`src/rtl/lsa_pkg.sv`:
```
package lsa_pkg;

   localparam int MAX_BLOCKS = 64;
   localparam int CNT_W      = $clog2(MAX_BLOCKS);
   localparam int ADDR_W     = 48;
   localparam int OFF_W      = 32;
   localparam int OP_W       = 2;
   localparam int STATUS_W   = 3;
   localparam int CSR_IDX_W  = 4;

   // block_count limit for a push
   localparam logic [CNT_W-1:0] PUSH_LIMIT = CNT_W'(MAX_BLOCKS - 2);

   localparam logic [CSR_IDX_W-1:0] CSR_BASE_ADDRESS = CSR_IDX_W'(0);
   localparam logic [CSR_IDX_W-1:0] CSR_POOL_SIZE    = CSR_IDX_W'(1);

   typedef enum logic [OP_W-1:0] {
      OP_ALLOC = 2'd0,
      OP_FREE  = 2'd1,
      OP_CLEAR = 2'd2,
      OP_NOP   = 2'd3
   } lsa_op_type;

   typedef enum logic [STATUS_W-1:0] {
      ST_OK        = 3'd0,
      ST_NO_MEMORY = 3'd1,
      ST_NO_BLOCKS = 3'd2,
      ST_NOT_TOP   = 3'd3,
      ST_UNDERFLOW = 3'd4
   } lsa_status_type;

   // controller -> datapath
   typedef struct packed {
      logic exec;      // accept word and update allocator state
      logic pop_load;  // reload cached next-to-top offset from memory
      logic rsp_load;  // load the result register
   } lsa_cmd_type;

   // datapath -> controller
   typedef struct packed {
      logic pop;       // accepted word is a free that pops a block
      logic rsp_free;  // result register can take a new word
   } lsa_sts_type;

endpackage

```
`src/rtl/lsa_ctrl.sv`:
```
module lsa_ctrl (
   input  logic                clock,
   input  logic                reset,
   input  logic                req_valid,
   output logic                req_stall,
   input  lsa_pkg::lsa_sts_type sts,
   output lsa_pkg::lsa_cmd_type cmd
);

   typedef enum logic [2:0] {
      S_IDLE = 3'b001,
      S_POP  = 3'b010,
      S_RESP = 3'b100
   } lsa_state_type;

   lsa_state_type state_ff;
   lsa_state_type state_in;

   always_comb begin
      req_stall    = (state_ff != S_IDLE);
      cmd.exec     = (state_ff == S_IDLE) && req_valid;
      cmd.pop_load = (state_ff == S_POP);
      cmd.rsp_load = (state_ff == S_RESP) && sts.rsp_free;
   end

   always_comb begin
      state_in = state_ff;
      case (state_ff)
         S_IDLE: begin
            if (req_valid) begin
               state_in = sts.pop ? S_POP : S_RESP;
            end
         end
         S_POP: begin
            state_in = S_RESP;
         end
         S_RESP: begin
            if (sts.rsp_free) begin
               state_in = S_IDLE;
            end
         end
         default: begin
            state_in = S_IDLE;
         end
      endcase
   end

   always_ff @(posedge clock) begin
      if (reset) begin
         state_ff <= S_IDLE;
      end else begin
         state_ff <= state_in;
      end
   end

   // one word in flight: an accept is always followed by a stall
   a_single_word: assert property (@(posedge clock) disable iff (reset)
      (req_valid && !req_stall) |=> req_stall)
      else $error("word accepted while previous one in flight");

   // a pop goes through the reload step before the result
   a_pop_reload: assert property (@(posedge clock) disable iff (reset)
      (cmd.exec && sts.pop) |=> (cmd.pop_load && !cmd.rsp_load))
      else $error("pop skipped the offset reload");

endmodule

```
`src/rtl/lsa_datapath.sv`:
```
module lsa_datapath (
   input  logic                          clock,
   input  logic                          reset,
   input  lsa_pkg::lsa_cmd_type          cmd,
   output lsa_pkg::lsa_sts_type          sts,
   input  logic                          csr_valid,
   input  logic [lsa_pkg::CSR_IDX_W-1:0] csr_index,
   input  logic [lsa_pkg::ADDR_W-1:0]    csr_data,
   input  logic [lsa_pkg::OP_W-1:0]      req_opcode,
   input  logic [lsa_pkg::OFF_W-1:0]     req_request_size,
   input  logic [lsa_pkg::ADDR_W-1:0]    req_free_address,
   output logic                          rsp_valid,
   input  logic                          rsp_stall,
   output logic [lsa_pkg::STATUS_W-1:0]  rsp_status,
   output logic [lsa_pkg::ADDR_W-1:0]    rsp_block_address,
   output logic [lsa_pkg::OFF_W-1:0]     rsp_top_block_size,
   output logic [lsa_pkg::OFF_W-1:0]     rsp_allocated_amount,
   output logic [lsa_pkg::OFF_W-1:0]     rsp_live_allocations,
   output logic [lsa_pkg::OFF_W-1:0]     rsp_frame_allocations
);

   localparam int ADDR_W = lsa_pkg::ADDR_W;
   localparam int OFF_W  = lsa_pkg::OFF_W;
   localparam int CNT_W  = lsa_pkg::CNT_W;

   // end offset stack; entry 0 is never written, and the pop reload uses zero in its place
   logic [OFF_W-1:0] mem [lsa_pkg::MAX_BLOCKS];
   logic [OFF_W-1:0] rd_data_ff;
   logic             mem_we;
   logic [CNT_W-1:0] mem_waddr;
   logic [CNT_W-1:0] mem_raddr;

   logic [ADDR_W-1:0] base_ff, base_in;
   logic [OFF_W-1:0]  pool_ff, pool_in;
   logic [CNT_W-1:0]  count_ff, count_in;
   logic [OFF_W-1:0]  top_ff, top_in;      // end_offsets[count]
   logic [OFF_W-1:0]  below_ff, below_in;  // end_offsets[count-1]
   logic [OFF_W-1:0]  live_ff, live_in;
   logic [OFF_W-1:0]  frame_ff, frame_in;

   logic [lsa_pkg::STATUS_W-1:0] status_ff, status_in;
   logic [ADDR_W-1:0]            addr_ff, addr_in;
   logic [OFF_W-1:0]             frame_out_ff, frame_out_in;

   logic                          rsp_valid_ff, rsp_valid_in;
   logic [lsa_pkg::STATUS_W-1:0]  rsp_status_ff;
   logic [ADDR_W-1:0]             rsp_addr_ff;
   logic [OFF_W-1:0]              rsp_top_size_ff;
   logic [OFF_W-1:0]              rsp_alloc_ff;
   logic [OFF_W-1:0]              rsp_live_ff;
   logic [OFF_W-1:0]              rsp_frame_ff;

   logic [OFF_W:0]    sum;
   logic              fits;
   logic              room;
   logic [ADDR_W-1:0] alloc_addr;
   logic [ADDR_W-1:0] free_expect;

   always_comb begin
      sum         = {1'b0, top_ff} + {1'b0, req_request_size};
      fits        = sum < {1'b0, pool_ff};
      room        = count_ff < lsa_pkg::PUSH_LIMIT;
      alloc_addr  = base_ff + ADDR_W'(top_ff);
      free_expect = base_ff + ADDR_W'(below_ff);
   end

   always_comb begin
      sts.pop      = (req_opcode == lsa_pkg::OP_FREE) && (count_ff != '0);
      sts.rsp_free = !rsp_valid_ff || !rsp_stall;
   end

   // configuration
   always_comb begin
      base_in = base_ff;
      pool_in = pool_ff;
      if (csr_valid) begin
         if (csr_index == lsa_pkg::CSR_BASE_ADDRESS) begin
            base_in = csr_data;
         end else if (csr_index == lsa_pkg::CSR_POOL_SIZE) begin
            pool_in = csr_data[OFF_W-1:0];
         end
      end
   end

   // allocator state update
   always_comb begin
      count_in     = count_ff;
      top_in       = top_ff;
      below_in     = below_ff;
      live_in      = live_ff;
      frame_in     = frame_ff;
      status_in    = status_ff;
      addr_in      = addr_ff;
      frame_out_in = frame_out_ff;
      mem_we       = 1'b0;
      mem_waddr    = count_ff + CNT_W'(1);
      mem_raddr    = count_ff - CNT_W'(2);
      if (cmd.exec) begin
         status_in    = lsa_pkg::ST_OK;
         addr_in      = '0;
         frame_out_in = frame_ff;
         case (req_opcode)
            lsa_pkg::OP_ALLOC: begin
               live_in      = live_ff + OFF_W'(1);
               frame_in     = frame_ff + OFF_W'(1);
               frame_out_in = frame_ff + OFF_W'(1);
               if (fits && room) begin
                  count_in = count_ff + CNT_W'(1);
                  below_in = top_ff;
                  top_in   = sum[OFF_W-1:0];
                  mem_we   = 1'b1;
                  addr_in  = alloc_addr;
               end else if (!fits) begin
                  status_in = lsa_pkg::ST_NO_MEMORY;
               end else begin
                  status_in = lsa_pkg::ST_NO_BLOCKS;
               end
            end
            lsa_pkg::OP_FREE: begin
               live_in = live_ff - OFF_W'(1);
               if (count_ff != '0) begin
                  count_in = count_ff - CNT_W'(1);
                  top_in   = below_ff;
                  if (req_free_address != free_expect) begin
                     status_in = lsa_pkg::ST_NOT_TOP;
                  end
               end else begin
                  status_in = lsa_pkg::ST_UNDERFLOW;
               end
            end
            lsa_pkg::OP_CLEAR: begin
               frame_in = '0;
            end
            default: begin
            end
         endcase
      end
      if (cmd.pop_load) begin
         // count already popped; entry 0 is the pool start
         below_in = (count_ff <= CNT_W'(1)) ? '0 : rd_data_ff;
      end
   end

   always_comb begin
      rsp_valid_in = rsp_valid_ff;
      if (cmd.rsp_load) begin
         rsp_valid_in = 1'b1;
      end else if (!rsp_stall) begin
         rsp_valid_in = 1'b0;
      end
   end

   always_ff @(posedge clock) begin
      if (mem_we) begin
         mem[mem_waddr] <= sum[OFF_W-1:0];
      end
      rd_data_ff <= mem[mem_raddr];
   end

   always_ff @(posedge clock) begin
      if (reset) begin
         base_ff      <= '0;
         pool_ff      <= '0;
         count_ff     <= '0;
         top_ff       <= '0;
         below_ff     <= '0;
         live_ff      <= '0;
         frame_ff     <= '0;
         rsp_valid_ff <= 1'b0;
      end else begin
         base_ff      <= base_in;
         pool_ff      <= pool_in;
         count_ff     <= count_in;
         top_ff       <= top_in;
         below_ff     <= below_in;
         live_ff      <= live_in;
         frame_ff     <= frame_in;
         rsp_valid_ff <= rsp_valid_in;
      end
   end

   always_ff @(posedge clock) begin
      status_ff    <= status_in;
      addr_ff      <= addr_in;
      frame_out_ff <= frame_out_in;
      if (cmd.rsp_load) begin
         rsp_status_ff   <= status_ff;
         rsp_addr_ff     <= addr_ff;
         rsp_top_size_ff <= (count_ff == '0) ? '0 : top_ff - below_ff;
         rsp_alloc_ff    <= top_ff;
         rsp_live_ff     <= live_ff;
         rsp_frame_ff    <= frame_out_ff;
      end
   end

   assign rsp_valid             = rsp_valid_ff;
   assign rsp_status            = rsp_status_ff;
   assign rsp_block_address     = rsp_addr_ff;
   assign rsp_top_block_size    = rsp_top_size_ff;
   assign rsp_allocated_amount  = rsp_alloc_ff;
   assign rsp_live_allocations  = rsp_live_ff;
   assign rsp_frame_allocations = rsp_frame_ff;

   a_count_limit: assert property (@(posedge clock) disable iff (reset)
      count_ff <= lsa_pkg::PUSH_LIMIT)
      else $error("block count beyond stack limit");

   a_top_order: assert property (@(posedge clock) disable iff (reset)
      (count_ff != '0 && !cmd.pop_load) |-> (top_ff >= below_ff))
      else $error("cached top offset below next-to-top offset");

   a_rsp_overwrite: assert property (@(posedge clock) disable iff (reset)
      cmd.rsp_load |-> (!rsp_valid_ff || !rsp_stall))
      else $error("result register overwritten while held");

endmodule

```
`src/rtl/lifo_stack_allocator.sv`:
```
// LIFO bump allocator over one pool at csr base_address (index 0) of csr pool_size
// bytes (index 1). Each request word is an allocate, a free of the top block, a
// read-and-clear of the frame count or a nop, and yields exactly one response word.
// A free that pops a block passes through a reload state, where the registered read
// of the offset stack memory refills the cached next-to-top offset, before the load
// of the response; every other word goes straight to the response load. A new
// request is taken once the previous response is loaded into the output register, and
// that load waits while a held response is stalled. The stack holds up to
// MAX_BLOCKS-2 blocks. Config writes are always ready and must be issued while idle.
module lifo_stack_allocator (
   input  logic                          clock,
   input  logic                          reset,
   // config write
   input  logic                          csr_valid,
   output logic                          csr_ready,
   input  logic [lsa_pkg::CSR_IDX_W-1:0] csr_index,
   input  logic [lsa_pkg::ADDR_W-1:0]    csr_data,
   // request word
   input  logic                          req_valid,
   output logic                          req_stall,
   input  logic [lsa_pkg::OP_W-1:0]      req_opcode,
   input  logic [lsa_pkg::OFF_W-1:0]     req_request_size,
   input  logic [lsa_pkg::ADDR_W-1:0]    req_free_address,
   // response word
   output logic                          rsp_valid,
   input  logic                          rsp_stall,
   output logic [lsa_pkg::STATUS_W-1:0]  rsp_status,
   output logic [lsa_pkg::ADDR_W-1:0]    rsp_block_address,
   output logic [lsa_pkg::OFF_W-1:0]     rsp_top_block_size,
   output logic [lsa_pkg::OFF_W-1:0]     rsp_allocated_amount,
   output logic [lsa_pkg::OFF_W-1:0]     rsp_live_allocations,
   output logic [lsa_pkg::OFF_W-1:0]     rsp_frame_allocations
);

   lsa_pkg::lsa_cmd_type cmd;
   lsa_pkg::lsa_sts_type sts;

   // registers take writes in any cycle
   assign csr_ready = 1'b1;

   // sequencing: accept/execute, optional offset reload, response load
   lsa_ctrl u_ctrl (
      .clock     (clock),
      .reset     (reset),
      .req_valid (req_valid),
      .req_stall (req_stall),
      .sts       (sts),
      .cmd       (cmd)
   );

   // allocator state, cached top offsets, offset stack memory, result register
   lsa_datapath u_datapath (
      .clock                 (clock),
      .reset                 (reset),
      .cmd                   (cmd),
      .sts                   (sts),
      .csr_valid             (csr_valid && csr_ready),
      .csr_index             (csr_index),
      .csr_data              (csr_data),
      .req_opcode            (req_opcode),
      .req_request_size      (req_request_size),
      .req_free_address      (req_free_address),
      .rsp_valid             (rsp_valid),
      .rsp_stall             (rsp_stall),
      .rsp_status            (rsp_status),
      .rsp_block_address     (rsp_block_address),
      .rsp_top_block_size    (rsp_top_block_size),
      .rsp_allocated_amount  (rsp_allocated_amount),
      .rsp_live_allocations  (rsp_live_allocations),
      .rsp_frame_allocations (rsp_frame_allocations)
   );

endmodule
```
`config.mk`:
```
export PLATFORM = sky130hd
export DESIGN_NAME = lifo_stack_allocator
export DESIGN_NICKNAME = d
export VERILOG_FILES = /design/src/rtl/lsa_pkg.sv /design/src/rtl/lsa_ctrl.sv /design/src/rtl/lsa_datapath.sv /design/src/rtl/lifo_stack_allocator.sv
export SDC_FILE = /design/constraint.sdc
export NUM_CORES = 2
export LEC_CHECK = 0
export ABC_AREA = 1
export ABC_CLOCK_PERIOD_IN_PS = 12900
export BUFFER_PORTS_ARGS = -buffer_cell sky130_fd_sc_hd__clkbuf_2
export CORE_MARGIN = 8
export CORE_UTILIZATION = 50
export DETAILED_ROUTE_END_ITERATION = 8
export PLACE_DENSITY = 0.66
export SKIP_LAST_GASP = 1
export SLEW_MARGIN = 20
export SYNTH_ARGS = -nofsm -noshare
export SYNTH_HDL_FRONTEND = slang
export SYNTH_SLANG_ARGS = --single-unit
```
`constraint.sdc`:
```
create_clock -name clock -period 12.9 [get_ports clock]
set_input_delay 1.29 -clock clock [delete_from_list [all_inputs] [get_ports clock]]
set_output_delay 1.29 -clock clock [all_outputs]
set_load 0.05 [all_outputs]
```
==> results.cfg <==
[run_status]
status = finished, violations left
violations = DRC

[routing]
viasPerCell = 6.15
drt_iter0_drc = 11400
vias = 80800
totalWireLength_mm = 357
drc = 3
wire_per_inst_um = 27.2
antenna_left = 0
first_pass_iters = 9

[setup_path]
crit_cells = 27
worstPathMaxFanout = 66
crit_required_ps = 13410
cp_num_buf_inv = 3
endpoint = u_datapath.mem[57][5]$_DFFE_PP_
max_stage_delay_ps = 840
crit_start = req_request_size[2]
critical_path.endpoint_type = flop
crit_arrival_ps = 8710
cp_top_family = simple AND/OR/NAND/NOR gates
start_kind = input pin
slowest_stage = nor2_4
r2r_cells = 26
r2r_setup_slack_ps = 4800
critPathKind = in -> reg
critPathMostFrequentCell = nand2_1
regToRegStartpoint = u_datapath.top_ff[2]$_SDFFE_PP0P_
worstReg2RegEnd = u_datapath.mem[57][5]$_DFFE_PP_

[clock_tree]
cts_tree = built
cts-buffers-inserted = 283
cts_buffer_depth = 4
cts.htree.levels = 5
clkSlewWorstSetupHoldPaths_ps = 60
clk_latency_ps = 940
cts_sinks = 2560
hold_buffers = 0
cts_resized = 0
root_buffer = clkbuf_16
post_cts_buffers = 0

[die]
fp-row-count = 172
die_width_um = 485
boundaryPins = 321
initial_core_util = 0.502
dieArea_mm2 = 0.235
core_mm2 = 0.219
dieHeight_um = 485

[pwr]
irDropWorstVdd_mv = 0.155
power_mw = 20.8
p_per_area_mw_per_mm2 = 167
power.leakage_nw = 44.0

[yosys]
ys_seq_area_frac = 0.675
synth_area_leaders = edfxtp_1 (63%), o21ai_0 (7.1%), nor2_1 (6.5%)
synth-seq-cells = 2560
synth_cell_types = 63
synth_edf_count = 2310
syn-cell-area_mm2 = 0.110
synthFlopType = edfxtp_1
synth_top_cell_by_area = edfxtp_1
ys_warn_count = 0
netlist_instances = 9856
synth_area_per_cell_um2 = 11.2
synthArstFlopShare = 0
synth.net_count = 10200
synth_top_area_frac = 0.630

[sta]
slew_headroom = 0.126
fin_crit_ps = 8200
drv_slew = 0
finalHoldViolCount = 0
fin_ws_ps = 4700
setup_tns_ps = 0
period_share = 0.636
max_freq_mhz = 122
fin_hold_ws_ps = 419
finalClockSkew_ps = 64.7
worstMarginPinSlew_ps = 1300
finalSetupViolations = 0
rsz0062_at_grt = false

[finish]
final_cell_mix = edfxtp_1 (2310), nor2_1 (1833), o21ai_0 (1558)
seqCellArea_mm2 = 0.0744
finalNonFillerCells = 13100
fin_nets = 10400
nFillCells = 18100
final_layout_size_suffix_gt1_frac = 0.0994
finalInstanceArea_mm2 = 0.124
finish.utilization = 0.567
final_common_cell = edfxtp_1
multi_input_area_mm2 = 0.0325
syn_to_final_growth_pct = 12.8

[global_routing]
grt_pass1_wl_mm = 512
first_global_vias = 73800
antenna_found_initial = 16
grt_max_degree = 204
grt.overflow.total = 0
grt_usage = 0.290

[placement]
port_buffers = 319
dp_slack_ps = 3760
place_area_mm2 = 0.115
place_congestion = 0.987
hpwl_mm = 225
dpl.cell_count = 12600

[hold_path]
whs_path_depth = 0
worstHoldPathType = reg -> reg

[job]
timing.max_cap.violations = 0
-- cell type report --
class | instances | area share
Tap cell | 2871 | 0.0289
Sequential cell | 2560 | 0.599
Clock buffer | 354 | 0.0608
Multi-Input combinational cell | 6205 | 0.262
Inverter | 539 | 0.0165
Timing Repair Buffer | 474 | 0.0253
Clock inverter | 123 | 0.00810
Antenna cell | 7 | 0.000141
-- cell families (layout without fill, tap and decap cells) --
family | Yosys count | count (layout) | synth area share
other | 1 | 8 | 0.0000341
adder cells (fa/ha/maj) | 200 | 200 | 0.0231
AND/OR/NAND/NOR | 3056 | 3056 | 0.110
flip-flops | 2560 | 2560 | 0.675
XOR/XNOR | 145 | 145 | 0.0117
AO/OA/AOI/OAI | 2803 | 2803 | 0.141
buffers and inverters | 1091 | 1490 | 0.0388
-- how the worst min path moves through the flow --
| stage | start | end |
|---|---|---|
| finish | u_datapath.frame_out_ff[9]$_DFFE_PP_ | u_datapath.rsp_frame_allocations[9]$_DFFE_PP_ |
| global route | u_datapath.addr_ff[2]$_SDFFCE_PN0P_ | u_datapath.rsp_block_address[2]$_DFFE_PP_ |
| CTS | u_datapath.frame_out_ff[3]$_DFFE_PP_ | u_datapath.rsp_frame_allocations[3]$_DFFE_PP_ |
| detailed placement | u_datapath.addr_ff[2]$_SDFFCE_PN0P_ | u_datapath.rsp_block_address[2]$_DFFE_PP_ |
| global placement | u_datapath.addr_ff[1]$_SDFFCE_PN0P_ | u_datapath.rsp_block_address[1]$_DFFE_PP_ |
| floorplan | u_datapath.addr_ff[0]$_SDFFCE_PN0P_ | u_datapath.rsp_block_address[0]$_DFFE_PP_ |
-- worst reg2reg max path, delay by kind of cell (launching register included) --
family | cells | cell delay (ps)
simple gates | 16 | 3450
compound gates | 6 | 1780
buf+inv | 2 | 1200
fa+ha+maj | 2 | 890
flops | 1 | 370
-- synthesized netlist by cell type (11+ instances only) --
| library cell | n |
|---|---|
| nor4_1 | 18 |
| dfxtp_1 | 250 |
| a21o_1 | 32 |
| or2_2 | 20 |
| o211ai_1 | 11 |
| a21oi_1 | 383 |
| o21a_1 | 14 |
| buf_1 | 18 |
| o21ai_0 | 1558 |
| ha_1 | 195 |
| buf_2 | 89 |
| o21bai_1 | 32 |
| a31oi_1 | 77 |
| inv_1 | 535 |
| nand3b_1 | 16 |
| nand4_1 | 69 |
| clkbuf_1 | 433 |
| o22ai_1 | 586 |
| xnor2_1 | 41 |
| nor3_1 | 50 |
| o32ai_1 | 67 |
| nor2_1 | 1902 |
| nand3_1 | 102 |
| edfxtp_1 | 2310 |
| nand2_1 | 850 |
| xor2_1 | 103 |
-- registers in the layout, summed over array words and instances (netlist names), 6 cells and up --
register,count
u_datapath.addr_ff,48
u_datapath.live_ff,32
u_datapath.mem,2048
u_datapath.frame_out_ff,32
u_datapath.rd_data_ff,32
u_datapath.count_ff,6
u_datapath.rsp_block_address,48
u_datapath.rsp_frame_allocations,32
u_datapath.frame_ff,32
u_datapath.base_ff,48
u_datapath.pool_ff,32
u_datapath.rsp_allocated_amount,32
u_datapath.top_ff,32
u_datapath.below_ff,32
u_datapath.rsp_live_allocations,32
u_datapath.rsp_top_block_size,32
-- layer usage --
metal | track usage | vias to the layer above | wire [µm]
met5 | 0 | - | 27
met4 | 0.118 | 4 | 16500
met3 | 0.0583 | 684 | 39000
met2 | 0.430 | 4840 | 155000
met1 | 0.420 | 39400 | 146000
li1 | - | 35900 | -
-- power by group --
group | leakage [nW] | total (mW) | internal [mW] | switching (mW)
combinational | 16.9 | 3.42 | 0.695 | 2.72
sequential | 22.9 | 9.75 | 9.61 | 0.139
clock | 4.18 | 7.64 | 4.44 | 3.21
Note: power is estimated with default switching activity, not from simulation.
